File: src/rtl/cma_pkg.sv
// Types and constants shared by the centered moving average block.
// No dependencies.
package cma_pkg;

    localparam int SMP_W  = 16;
    localparam int SUM_W  = 21;
    localparam int HIST_D = 32;
    localparam int ADDR_W = 5;
    localparam int CNT_W  = 6;
    localparam int LAG_W  = 5;
    localparam int HW_W   = 4;
    localparam int DIV_W  = 5;
    localparam int WIN_W  = 5;

    localparam logic [WIN_W-1:0] WINDOW_RST   = WIN_W'(5);
    localparam logic [SMP_W-1:0] ENDPOINT_RST = SMP_W'(1638);
    localparam logic [CNT_W-1:0] SEEN_TOP     = CNT_W'(63);
    localparam logic [CNT_W-1:0] SEEN_WRAP    = CNT_W'(32);

    typedef enum logic {
        CFG_WINDOW   = 1'b0,
        CFG_ENDPOINT = 1'b1
    } t_cfg_idx;

    typedef enum logic [2:0] {
        S_IDLE,
        S_PLAN,
        S_SUM,
        S_DIV,
        S_EMIT
    } t_state;

endpackage

File: src/rtl/cma_if.sv
// Valid/ready channels for sample requests and filtered results.
// Depends on cma_pkg.
interface cma_in_if;
    logic                      valid;
    logic                      ready;
    logic [cma_pkg::SMP_W-1:0] sample;
    logic                      block_end;
    modport source (output valid, sample, block_end, input ready);
    modport sink (input valid, sample, block_end, output ready);
endinterface

interface cma_out_if;
    logic                      valid;
    logic                      ready;
    logic [cma_pkg::SMP_W-1:0] filtered;
    logic                      final_output;
    modport source (output valid, filtered, final_output, input ready);
    modport sink (input valid, filtered, final_output, output ready);
endinterface

File: src/rtl/cma_ram.sv
// Generic single-write, single-read RAM with registered read data.
// No dependencies.
module cma_ram #(
    parameter int WIDTH = 16,
    parameter int DEPTH = 32
) (
    input  logic                     i_clk,
    input  logic                     i_we,
    input  logic [$clog2(DEPTH)-1:0] i_waddr,
    input  logic [WIDTH-1:0]         i_wdata,
    input  logic [$clog2(DEPTH)-1:0] i_raddr,
    output logic [WIDTH-1:0]         o_rdata
);
    logic [WIDTH-1:0] r_mem [DEPTH];
    logic [WIDTH-1:0] r_rdata;

    always_ff @(posedge i_clk) begin
        if (i_we) begin
            r_mem[i_waddr] <= i_wdata;
        end
        r_rdata <= r_mem[i_raddr];
    end

    assign o_rdata = r_rdata;
endmodule

File: src/rtl/cma_div.sv
// Restoring divider, one quotient bit per cycle.
// No dependencies.
module cma_div #(
    parameter int N = 21,
    parameter int M = 5
) (
    input  logic         i_clk,
    input  logic         i_rst_n,
    input  logic         i_start,
    input  logic [N-1:0] i_dividend,
    input  logic [M-1:0] i_divisor,
    output logic         o_done,
    output logic [N-1:0] o_quotient
);
    localparam int CW = $clog2(N + 1);

    logic [N-1:0]  r_dvd;
    logic [M-1:0]  r_rem;
    logic [M-1:0]  r_dsr;
    logic [CW-1:0] r_cnt;
    logic          r_busy;
    logic          r_done;
    logic [M:0]    rem_sh;
    logic          take;

    assign rem_sh = {r_rem, r_dvd[N-1]};
    assign take   = rem_sh >= {1'b0, r_dsr};

    always_ff @(posedge i_clk) begin
        if (!i_rst_n) begin
            r_busy <= 1'b0;
            r_done <= 1'b0;
            r_cnt  <= '0;
        end else begin
            r_done <= 1'b0;
            if (i_start) begin
                r_busy <= 1'b1;
                r_cnt  <= CW'(N);
                r_dvd  <= i_dividend;
                r_dsr  <= i_divisor;
                r_rem  <= '0;
            end else if (r_busy) begin
                r_dvd <= {r_dvd[N-2:0], take};
                r_rem <= take ? M'(rem_sh - {1'b0, r_dsr}) : rem_sh[M-1:0];
                r_cnt <= r_cnt - 1'b1;
                if (r_cnt == CW'(1)) begin
                    r_busy <= 1'b0;
                    r_done <= 1'b1;
                end
            end
        end
    end

    assign o_done     = r_done;
    assign o_quotient = r_dvd;
endmodule

File: src/rtl/centered_moving_average.sv
// Centered moving average over blocks of unsigned samples; history in cma_ram.
// Depends on cma_pkg, cma_if, cma_ram, cma_div.
// An averaged result passes the plan state, the sum state (2h+1 reads, read latency,
// divider start), the divider and an output load; an endpoint skips sum and divider.
// A no-result sample goes back to idle from plan; a flush sample yields up to hw+1 results.
// Synchronous reset clears state, seen count, lag, output valid and config registers.
module centered_moving_average #(
    parameter int MAX_HALF = 15
) (
    input  logic                      i_clk,
    input  logic                      i_rst_n,
    cma_in_if.sink                    i_smp,
    cma_out_if.source                 o_res,
    input  logic                      i_cfg_we,
    input  logic                      i_cfg_idx,
    input  logic [cma_pkg::SMP_W-1:0] i_cfg_data
);
    import cma_pkg::*;

    localparam int               CAP  = (MAX_HALF < 15) ? MAX_HALF : 15;
    localparam logic [HW_W-1:0]  HCAP = HW_W'(CAP);

    t_state r_state, n_state;

    logic [WIN_W-1:0]  r_window;
    logic [SMP_W-1:0]  r_endpoint;
    logic [CNT_W-1:0]  r_seen, n_seen;
    logic [LAG_W-1:0]  r_lag, n_lag;
    logic [CNT_W-1:0]  r_i, n_i;
    logic [CNT_W-1:0]  r_s, n_s;
    logic              r_flush, n_flush;
    logic [ADDR_W-1:0] r_addr, n_addr;
    logic [DIV_W-1:0]  r_left, n_left;
    logic [DIV_W-1:0]  r_dsr, n_dsr;
    logic              r_pend, n_pend;
    logic [SUM_W-1:0]  r_sum, n_sum;
    logic              r_use_ep, n_use_ep;
    logic              r_out_vld, n_out_vld;
    logic [SMP_W-1:0]  r_out_val, n_out_val;
    logic              r_out_fin, n_out_fin;

    logic [HW_W-1:0]   hw;
    logic [HW_W-1:0]   h;
    logic [CNT_W-1:0]  h_ext;
    logic [CNT_W-1:0]  tail;
    logic              acc;
    logic              out_free;
    logic              div_start;
    logic              div_done;
    logic [SUM_W-1:0]  div_q;
    logic [SMP_W-1:0]  rdata;

    assign hw = (r_window[WIN_W-1:1] > HCAP) ? HCAP : r_window[WIN_W-1:1];

    always_comb begin
        tail  = r_s - r_i;
        h_ext = {{(CNT_W-HW_W){1'b0}}, hw};
        if (r_i < h_ext) begin
            h_ext = r_i;
        end
        if (r_flush && tail < h_ext) begin
            h_ext = tail;
        end
        h = h_ext[HW_W-1:0];
    end

    assign acc      = i_smp.valid && i_smp.ready;
    assign out_free = !r_out_vld || o_res.ready;

    cma_ram #(
        .WIDTH(SMP_W),
        .DEPTH(HIST_D)
    ) u_hist (
        .i_clk  (i_clk),
        .i_we   (acc),
        .i_waddr(r_seen[ADDR_W-1:0]),
        .i_wdata(i_smp.sample),
        .i_raddr(r_addr),
        .o_rdata(rdata)
    );

    cma_div #(
        .N(SUM_W),
        .M(DIV_W)
    ) u_div (
        .i_clk     (i_clk),
        .i_rst_n   (i_rst_n),
        .i_start   (div_start),
        .i_dividend(r_sum),
        .i_divisor (r_dsr),
        .o_done    (div_done),
        .o_quotient(div_q)
    );

    always_ff @(posedge i_clk) begin
        if (!i_rst_n) begin
            r_window <= WINDOW_RST;
            r_endpoint <= ENDPOINT_RST;
        end else if (i_cfg_we) begin
            unique case (t_cfg_idx'(i_cfg_idx))
                CFG_WINDOW:   r_window <= i_cfg_data[WIN_W-1:0];
                CFG_ENDPOINT: r_endpoint <= i_cfg_data;
                default:      r_window <= r_window;
            endcase
        end
    end

    always_ff @(posedge i_clk) begin
        if (!i_rst_n) begin
            r_state   <= S_IDLE;
            r_seen    <= '0;
            r_lag     <= '0;
            r_pend    <= 1'b0;
            r_out_vld <= 1'b0;
        end else begin
            r_state   <= n_state;
            r_seen    <= n_seen;
            r_lag     <= n_lag;
            r_pend    <= n_pend;
            r_out_vld <= n_out_vld;
        end
        r_i       <= n_i;
        r_s       <= n_s;
        r_flush   <= n_flush;
        r_addr    <= n_addr;
        r_left    <= n_left;
        r_dsr     <= n_dsr;
        r_sum     <= n_sum;
        r_use_ep  <= n_use_ep;
        r_out_val <= n_out_val;
        r_out_fin <= n_out_fin;
    end

    always_comb begin
        n_state   = r_state;
        n_seen    = r_seen;
        n_lag     = r_lag;
        n_i       = r_i;
        n_s       = r_s;
        n_flush   = r_flush;
        n_addr    = r_addr;
        n_left    = r_left;
        n_dsr     = r_dsr;
        n_pend    = 1'b0;
        n_sum     = r_sum;
        n_use_ep  = r_use_ep;
        n_out_vld = r_out_vld && !o_res.ready;
        n_out_val = r_out_val;
        n_out_fin = r_out_fin;
        div_start = 1'b0;
        i_smp.ready = 1'b0;

        unique case (r_state)
            S_IDLE: begin
                i_smp.ready = 1'b1;
                if (acc) begin
                    n_s     = r_seen;
                    n_i     = r_seen - CNT_W'(r_lag);
                    n_flush = i_smp.block_end;
                    if (i_smp.block_end) begin
                        n_seen = '0;
                        n_lag  = '0;
                    end else begin
                        n_seen = (r_seen >= SEEN_TOP) ? SEEN_WRAP : r_seen + 1'b1;
                    end
                    n_state = S_PLAN;
                end
            end
            S_PLAN: begin
                if (!r_flush && (7'(r_i) + 7'(h) > 7'(r_s))) begin
                    n_lag   = r_lag + 1'b1;
                    n_state = S_IDLE;
                end else if (r_i == '0 || (r_flush && r_i == r_s)) begin
                    n_use_ep = 1'b1;
                    n_state  = S_EMIT;
                end else begin
                    n_use_ep = 1'b0;
                    n_addr   = r_i[ADDR_W-1:0] - ADDR_W'(h);
                    n_left   = {h, 1'b1};
                    n_dsr    = {h, 1'b1};
                    n_sum    = '0;
                    n_state  = S_SUM;
                end
            end
            S_SUM: begin
                if (r_pend) begin
                    n_sum = r_sum + SUM_W'(rdata);
                end
                if (r_left != '0) begin
                    n_addr = r_addr + 1'b1;
                    n_left = r_left - 1'b1;
                    n_pend = 1'b1;
                end else if (!r_pend) begin
                    div_start = 1'b1;
                    n_state   = S_DIV;
                end
            end
            S_DIV: begin
                if (div_done) begin
                    n_state = S_EMIT;
                end
            end
            S_EMIT: begin
                if (out_free) begin
                    n_out_vld = 1'b1;
                    n_out_val = r_use_ep ? r_endpoint : div_q[SMP_W-1:0];
                    n_out_fin = r_flush && (r_i == r_s);
                    if (r_flush && r_i != r_s) begin
                        n_i     = r_i + 1'b1;
                        n_state = S_PLAN;
                    end else begin
                        n_state = S_IDLE;
                    end
                end
            end
            default: n_state = S_IDLE;
        endcase
    end

    assign o_res.valid        = r_out_vld;
    assign o_res.filtered     = r_out_val;
    assign o_res.final_output = r_out_fin;

`ifndef SYNTHESIS
    a_lag_bound: assert property (@(posedge i_clk) disable iff (!i_rst_n)
        r_state == S_IDLE |-> r_lag <= LAG_W'(CAP))
        else $error("output lag exceeds half width");
    a_div_done: assert property (@(posedge i_clk) disable iff (!i_rst_n)
        div_done |-> r_state == S_DIV)
        else $error("divider finished outside divide phase");
    a_no_overwrite: assert property (@(posedge i_clk) disable iff (!i_rst_n)
        (r_out_vld && !o_res.ready) |=> (r_out_vld && $stable(r_out_val)))
        else $error("pending result overwritten");
    a_sum_divisor: assert property (@(posedge i_clk) disable iff (!i_rst_n)
        r_state == S_DIV |-> r_dsr[0])
        else $error("divisor not odd");
`endif
endmodule

File: src/flat_wrapper.sv
// flat-port wrapper written by rule: the top's interface ports become plain ports
module centered_moving_average_flat import cma_pkg::*;
#(
    parameter int MAX_HALF = 15
)
  (i_clk, i_rst_n, i_cfg_we, i_cfg_idx, i_cfg_data, i_smp_valid, i_smp_sample, i_smp_block_end, i_smp_ready, o_res_valid, o_res_filtered, o_res_final_output, o_res_ready);
  cma_in_if i_smp_i ();
  cma_out_if o_res_i ();
  input  logic i_clk;
  input  logic i_rst_n;
  input  logic i_cfg_we;
  input  logic i_cfg_idx;
  input  logic [cma_pkg::SMP_W-1:0] i_cfg_data;
  input wire logic [$bits(i_smp_i.valid)-1:0] i_smp_valid;
  input wire logic [$bits(i_smp_i.sample)-1:0] i_smp_sample;
  input wire logic [$bits(i_smp_i.block_end)-1:0] i_smp_block_end;
  output wire logic [$bits(i_smp_i.ready)-1:0] i_smp_ready;
  output wire logic [$bits(o_res_i.valid)-1:0] o_res_valid;
  output wire logic [$bits(o_res_i.filtered)-1:0] o_res_filtered;
  output wire logic [$bits(o_res_i.final_output)-1:0] o_res_final_output;
  input wire logic [$bits(o_res_i.ready)-1:0] o_res_ready;
  assign i_smp_i.valid = i_smp_valid;
  assign i_smp_i.sample = i_smp_sample;
  assign i_smp_i.block_end = i_smp_block_end;
  assign i_smp_ready = i_smp_i.ready;
  assign o_res_valid = o_res_i.valid;
  assign o_res_filtered = o_res_i.filtered;
  assign o_res_final_output = o_res_i.final_output;
  assign o_res_i.ready = o_res_ready;
  centered_moving_average #(.MAX_HALF(MAX_HALF)) u_core (.i_clk(i_clk), .i_rst_n(i_rst_n), .i_smp(i_smp_i), .o_res(o_res_i), .i_cfg_we(i_cfg_we), .i_cfg_idx(i_cfg_idx), .i_cfg_data(i_cfg_data));
endmodule
File: config.mk
export PLATFORM = sky130hd
export DESIGN_NAME = centered_moving_average_flat
export DESIGN_NICKNAME = d
export VERILOG_FILES = /design/src/rtl/cma_pkg.sv /design/src/rtl/cma_if.sv /design/src/rtl/cma_ram.sv /design/src/rtl/cma_div.sv /design/src/rtl/centered_moving_average.sv /design/src/flat_wrapper.sv
export SDC_FILE = /design/constraint.sdc
export NUM_CORES = 1
export LEC_CHECK = 0
export BUFFER_PORTS_ARGS = -buffer_cell sky130_fd_sc_hd__buf_2
export CORE_MARGIN = 1
export CORE_UTILIZATION = 55
export CTS_BUF_LIST = sky130_fd_sc_hd__clkbuf_8
export DETAILED_ROUTE_END_ITERATION = 10
export GPL_TIMING_DRIVEN = 0
export MAX_ROUTING_LAYER = met4
export PLACE_DENSITY = 0.71
export SLEW_MARGIN = 15
export SYNTH_ARGS = -nofsm -noshare
export SYNTH_HDL_FRONTEND = slang
export SYNTH_SLANG_ARGS = --single-unit
File: constraint.sdc
create_clock -name i_clk -period 11.7 [get_ports i_clk]
set_clock_uncertainty 0.05 [all_clocks]
set_input_delay 2.34 -clock i_clk [delete_from_list [all_inputs] [get_ports i_clk]]
set_output_delay 2.34 -clock i_clk [all_outputs]
set_load 0.01 [all_outputs]
==> results.sh, run 1 <==
export IMPL_synth_xor_area_frac=0.0135
export IMPL_cp_arrival_ps=7640
export IMPL_synth_top_family_by_area="multiplexers"
export IMPL_critPathTopFamily="simple AND/OR/NAND/NOR gates"
export IMPL_fmax_mhz=136
export IMPL_synthSimpleGateAreaFrac=0.0558
export IMPL_synthFlopType="edfxtp_1"
export IMPL_nets=1916
export IMPL_initial_core_util=0.557
export IMPL_hold_end="u_core.u_div.r_dsr[1]$_DFFE_PP_"
export IMPL_required_ps=11960
export IMPL_critical_path_max_stage_delay_ps=730
export IMPL_cts_buffers=103
export IMPL_clock_sinks=667
export IMPL_rsz0062_at_grt="no"
export IMPL_postCtsSetupRepairBufs=0
export IMPL_dp_final_hpwl_um=41600
export IMPL_portBuffers=56
export IMPL_avgSynthCellArea_um2=17.4
export IMPL_setup_ws_ps=4320
export IMPL_maxSlewViolCount=0
export IMPL_reg2reg_from="u_core.r_i[2]$_DFFE_PP_"
export IMPL_min_from="u_core.r_dsr[1]$_DFFE_PP_"
export IMPL_fin_setup_tns_ps=0
export IMPL_finalCritPeriodShare=0.631
export IMPL_worstHoldPathCells=0
export IMPL_design_core_area_mm2=0.0502
export IMPL_cpMostUsedCell="nor2_1"
export IMPL_gp_congestion=0.915
export IMPL_synthTopCellsByArea="edfxtp_1 (65%), mux4_2 (13%), dfxtp_1 (4.2%), ha_1 (2.9%), nand2_1 (1.7%)"
export IMPL_vias_per_cell=5.90
export IMPL_yosysTopAreaCell="edfxtp_1"
export IMPL_yosysTopAreaCellShare=0.653
export IMPL_synth_compound_area_frac=0.0369
export IMPL_endpoint_kind="flip-flop"
export IMPL_clk_pin_slew_ps=60
export IMPL_ir_drop_mv=0.130
export IMPL_p_per_area_mw_per_mm2=242
export IMPL_num_fill_cells=3554
export IMPL_grt_pass1_wl_um=90200
export IMPL_startpoint_type="flip-flop"
export IMPL_finalHoldViolCount=0
export IMPL_ios=58
export IMPL_cts_hold_fix_buffers=0
export IMPL_ys_seq_elements=667
export IMPL_grt_overflow_total=0
export IMPL_seq_area_mm2=0.0194
export IMPL_layout_commonest_cell="edfxtp_1"
export IMPL_seq_area_frac_synth=0.695
export IMPL_slew_headroom=0.361
export IMPL_synthAdderAreaFrac=0.0334
export IMPL_cts_tree="built"
export IMPL_r2r_end="u_core.r_addr[2]$_DFFE_PP_"
export IMPL_cts_max_level=3
export IMPL_finalPower_mw=7.61
export IMPL_drc=0
export IMPL_die_x_um=227
export IMPL_synth_edff_count=608
export IMPL_cts_root_buf="clkbuf_8"
export IMPL_holdCritPathClass="flip-flop to flip-flop"
export IMPL_dp_cells=2373
export IMPL_status="finished, final reports clean"
export IMPL_place_ws_ps=4360
export IMPL_drt_pass1_iter_count=5
export IMPL_p_leak_nw=10.8
export IMPL_syn_instance_count=1610
export IMPL_avgRoutedWirePerCell_um=23.6
export IMPL_critPathKind="flip-flop to flip-flop"
export IMPL_grt_max_degree=33
export IMPL_wirelength_um=60500
export IMPL_drt_iter0_markers=1213
export IMPL_die_area_mm2=0.0517
export IMPL_area_delta_synth_final_pct=12.6
export IMPL_period_minus_slack_ps=7380
export IMPL_multi_input_area_mm2=0.00810
export IMPL_synth_area_mm2=0.0280
export IMPL_worst_pin_slew_ps=959
export IMPL_cts_resized=0
export IMPL_setup_viol=0
export IMPL_num_vias=15100
export IMPL_worstSkewPairLatency_ps=710
export IMPL_path_buf_inv=2
export IMPL_async_flop_share=0
export IMPL_reg2regPathDepth=26
export IMPL_yosysUniqueCellTypes=59
export IMPL_synth_area_mux_share=0.147
export IMPL_antenna_found_initial=0
export IMPL_crit_path_max_fanout=10
export IMPL_grt_pass1_vias=15000
export IMPL_cts_buffer_depth=3
export IMPL_grtUsageTotal=0.250
export IMPL_final_cells=2558
export IMPL_drive_above_1_share=0.249
export IMPL_rows=82
export IMPL_die_y_um=227
export IMPL_yosysWarnings=0
export IMPL_ant_nets=0
export IMPL_maxCapViolations=0
export IMPL_reg2reg_slack_ps=4320
export IMPL_critPathSlowestCell="nor2_1"
export IMPL_layout_common_cells="edfxtp_1 (608), mux4_2 (160), nand2_1 (129)"
-- per-stage QoR --
| step | hold slack, ps | utilization | area (um^2) |
|---|---|---|---|
| 2_1_floorplan | 350 | - | 28000 |
| 3_5_place_dp | 355 | 0.591 | 29600 |
| 5_1_grt | 373 | 0.627 | 31500 |
| 4_1_cts | 369 | 0.627 | 31500 |
| 3_3_place_gp | 358 | 0.580 | 29100 |
| 6_report | 369 | 0.627 | 31500 |
-- flip-flops by register name, summed over array words and instances (netlist names), 6 cells and up --
register,cells
u_core.r_seen,6
u_core.r_endpoint,16
u_core.r_s,6
u_core.r_i,6
u_core.o_res.filtered,16
u_core.r_sum,21
u_core.u_hist.r_mem,512
u_core.u_hist.o_rdata,16
u_core.u_div.o_quotient,21
-- logic make-up after synthesis --
family / Yosys count
flops: 667
simple gates: 342
mux: 206
compound gates: 157
buf+inv: 123
fa+ha+maj: 71
xor+xnor: 43
other cells: 1
-- how the worst max path moves through the flow --
stage | start | end | depth (start not counted)
global route | u_core.r_i[2]$_DFFE_PP_ | u_core.r_left[4]$_DFFE_PP_ | 26
detailed placement | u_core.r_i[2]$_DFFE_PP_ | u_core.r_addr[2]$_DFFE_PP_ | 26
global placement | u_core.r_i[2]$_DFFE_PP_ | u_core.r_sum[14]$_SDFFCE_PN0P_ | 26
finish | u_core.r_i[2]$_DFFE_PP_ | u_core.r_addr[2]$_DFFE_PP_ | 26
floorplan | u_core.r_i[2]$_DFFE_PP_ | u_core.r_sum[0]$_SDFFCE_PN0P_ | 26
CTS | u_core.r_i[2]$_DFFE_PP_ | u_core.r_left[4]$_DFFE_PP_ | 26
-- power breakdown --
part           switching (mW)  leakage, nW  internal, mW  total (mW)
Clock                   0.882         1.09         0.866        1.75
Sequential              0.112         5.99          2.85        2.96
Combinational            1.61         3.67          1.30        2.91
Total                    2.61         10.8          5.01        7.61
-- Yosys cell counts (all sizes together) (3+ instances only) --
cell type,n
edfxtp,608
mux4,160
nand2,129
nor2,95
ha,65
dfxtp,59
inv,51
a21oi,42
clkbuf,41
mux2,34
buf,31
xnor2,25
o21ai,24
nand3,21
nor3,18
xor2,18
a21boi,17
and3,15
nor2b,15
o21a,14
a21o,12
mux2i,12
or3,10
a211oi,8
o22ai,8
and2,7
nand3b,7
a31oi,6
fa,6
nand2b,6
o31ai,6
nand4,5
nor4,3
nor4b,3
-- final cells by class --
cell class,count,area share
multi-input combinational,821,0.257
inverter,51,0.00608
clock inverter,78,0.0120
clock buffer,106,0.0464
tap,672,0.0267
buffer,72,0.0101
sequential,667,0.618
antenna,1,0.0000795
timing repair buffer,90,0.0236
-- layer usage --
metal	global-route usage	vias up	share of wire
li1	-	6735	-
met1	0.331	7619	0.42
met2	0.382	613	0.47
met3	0.0521	123	0.072
met4	0.100	0	0.035
met5	-	-	0
Power figures use the tool's default switching activity.
==> run 2: changes to the inputs <==
==> constraint.sdc (replaced) <==
create_clock -name i_clk -period 7.1 [get_ports i_clk]
set_clock_uncertainty 0.05 [all_clocks]
set_input_delay 1.42 -clock i_clk [delete_from_list [all_inputs] [get_ports i_clk]]
set_output_delay 1.42 -clock i_clk [all_outputs]
set_load 0.01 [all_outputs]
==> run 2 against run 1 <==
Via count decreased by 0.19%. Critical path type unchanged. Highest routed layer unchanged. Cell count is 0.12% higher. Clock power up 65%. Setup slack lost 3900 ps. Critical endpoint is now u_core.r_sum[17]$_SDFFCE_PN0P_.
==> results.sh, run 2 (synthesis results as in run 1) <==
export IMPL_status="finished, final reports clean"
export IMPL_portBuffers=56
export IMPL_required_ps=7430
export IMPL_grt_max_degree=33
export IMPL_endpoint_kind="flip-flop"
export IMPL_grt_pass1_vias=15000
export IMPL_maxCapViolations=0
export IMPL_holdCritPathClass="flip-flop to flip-flop"
export IMPL_crit_path_max_fanout=17
export IMPL_die_area_mm2=0.0517
export IMPL_critical_path_max_stage_delay_ps=590
export IMPL_avgRoutedWirePerCell_um=23.6
export IMPL_reg2reg_from="u_core.r_i[2]$_DFFE_PP_"
export IMPL_gp_congestion=0.915
export IMPL_p_leak_nw=10.8
export IMPL_vias_per_cell=5.88
export IMPL_setup_viol=0
export IMPL_fin_setup_tns_ps=0
export IMPL_ir_drop_mv=0.215
export IMPL_p_per_area_mw_per_mm2=400
export IMPL_cts_root_buf="clkbuf_8"
export IMPL_gr_usage_met1=0.331
export IMPL_ant_nets=0
export IMPL_initial_core_util=0.557
export IMPL_grtUsageTotal=0.250
export IMPL_clock_sinks=667
export IMPL_wirelength_um=60600
export IMPL_fmax_mhz=150
export IMPL_use_met3=0.0521
export IMPL_cts_buffers=103
export IMPL_design_core_area_mm2=0.0502
export IMPL_grt_busiest_layer="met2"
export IMPL_finalCritPeriodShare=0.940
export IMPL_maxSlewViolCount=0
export IMPL_num_vias=15100
export IMPL_top_register="u_core.u_hist.r_mem"
export IMPL_dp_cells=2373
export IMPL_antenna_found_initial=0
export IMPL_cts_hold_fix_buffers=0
export IMPL_num_fill_cells=3548
export IMPL_ios=58
export IMPL_drt_pass1_iter_count=5
export IMPL_die_y_um=227
export IMPL_largest_reg_flops=512
export IMPL_slew_headroom=0.363
export IMPL_critPathKind="flip-flop to flip-flop"
export IMPL_grt_pass1_wl_um=90200
export IMPL_layout_common_cells="edfxtp_1 (608), mux4_2 (160), nand2_1 (129)"
export IMPL_worstSkewPairLatency_ps=710
export IMPL_period_minus_slack_ps=6670
export IMPL_finalPower_mw=12.6
export IMPL_cts_buffer_depth=3
export IMPL_area_delta_synth_final_pct=12.8
export IMPL_die_x_um=227
export IMPL_grt_overflow_total=0
export IMPL_final_cells=2561
export IMPL_dp_final_hpwl_um=41600
export IMPL_layout_commonest_cell="edfxtp_1"
export IMPL_grtUsageMet2=0.383
export IMPL_critPathSlowestCell="a311oi_2"
export IMPL_finalHoldViolCount=0
export IMPL_startpoint_type="flip-flop"
export IMPL_drt_iter0_markers=1228
export IMPL_rows=82
export IMPL_cts_max_level=3
export IMPL_worst_pin_slew_ps=955
export IMPL_critPathLaunch="u_core.r_i[2]$_DFFE_PP_"
export IMPL_min_from="u_core.r_dsr[1]$_DFFE_PP_"
export IMPL_cts_tree="built"
export IMPL_drc=0
export IMPL_drive_above_1_share=0.255
export IMPL_n_antenna_cell=0
export IMPL_clk_pin_slew_ps=60
export IMPL_nets=1920
export IMPL_cp_arrival_ps=7000
==> run 2: routing by layer <==
metal | vias up | wire length [um]
li1 | 6734 | -
met1 | 7602 | 24900
met4 | 0 | 2120
met3 | 120 | 4730
met2 | 606 | 28800
met5 | - | 0
==> run 2: per-stage QoR <==
stage	worst slack (ps)	area, um^2	util	hold WS [ps]
floorplan	500	28000	-	350
CTS	22.3	31500	0.627	369
global placement	-765	29100	0.580	358
global route	-14.6	31500	0.629	373
finish	429	31500	0.629	369
detailed placement	-241	29600	0.591	355
==> run 2: timing repair <==
| action | in CTS | in global routing |
|---|---|---|
| hold endpoints to repair | 0 | 0 |
| buffers inserted | 0 | 4 |
| cloned | 0 | 0 |
| resized for setup | 2 | 9 |
| setup endpoints to repair | 27 | 41 |
==> run 2: layout make-up <==
class	count	area, um^2	share of cell area
Sequential cell	667	19400	0.616
Inverter	51	191	0.00607
Clock buffer	106	1460	0.0463
Timing Repair Buffer	94	772	0.0245
Buffer	72	319	0.0101
Multi-Input combinational cell	821	8140	0.258
Tap cell	672	841	0.0267
Clock inverter	78	377	0.0119
==> run 2: worst max-delay path: cells and delay by family (launching register included) <==
family / cells / cell delay, ps
AO/OA/AOI/OAI: 7 / 1930
AND/OR/NAND/NOR: 10 / 1290
XOR/XNOR: 1 / 100
buffers and inverters: 3 / 420
adder cells (fa/ha/maj): 4 / 1340
flip-flops: 1 / 510
multiplexers: 2 / 720
==> run 2: final timing paths <==
kind / to / slack, ps / cells past startpoint
setup / recovery: u_core.r_sum[17]$_SDFFCE_PN0P_ / 430 / 27
hold / removal: u_core.u_div.r_dsr[1]$_DFFE_PP_ / 370 / 0
setup reg to reg: u_core.r_sum[17]$_SDFFCE_PN0P_ / 430 / 27
hold reg to reg: u_core.u_div.r_dsr[1]$_DFFE_PP_ / 370 / 0
==> run 2: power breakdown <==
| part | total (mW) | switching, mW | internal [mW] |
|---|---|---|---|
| clock network | 2.88 | 1.45 | 1.43 |
| registers | 4.86 | 0.176 | 4.69 |
| logic | 4.86 | 2.69 | 2.17 |
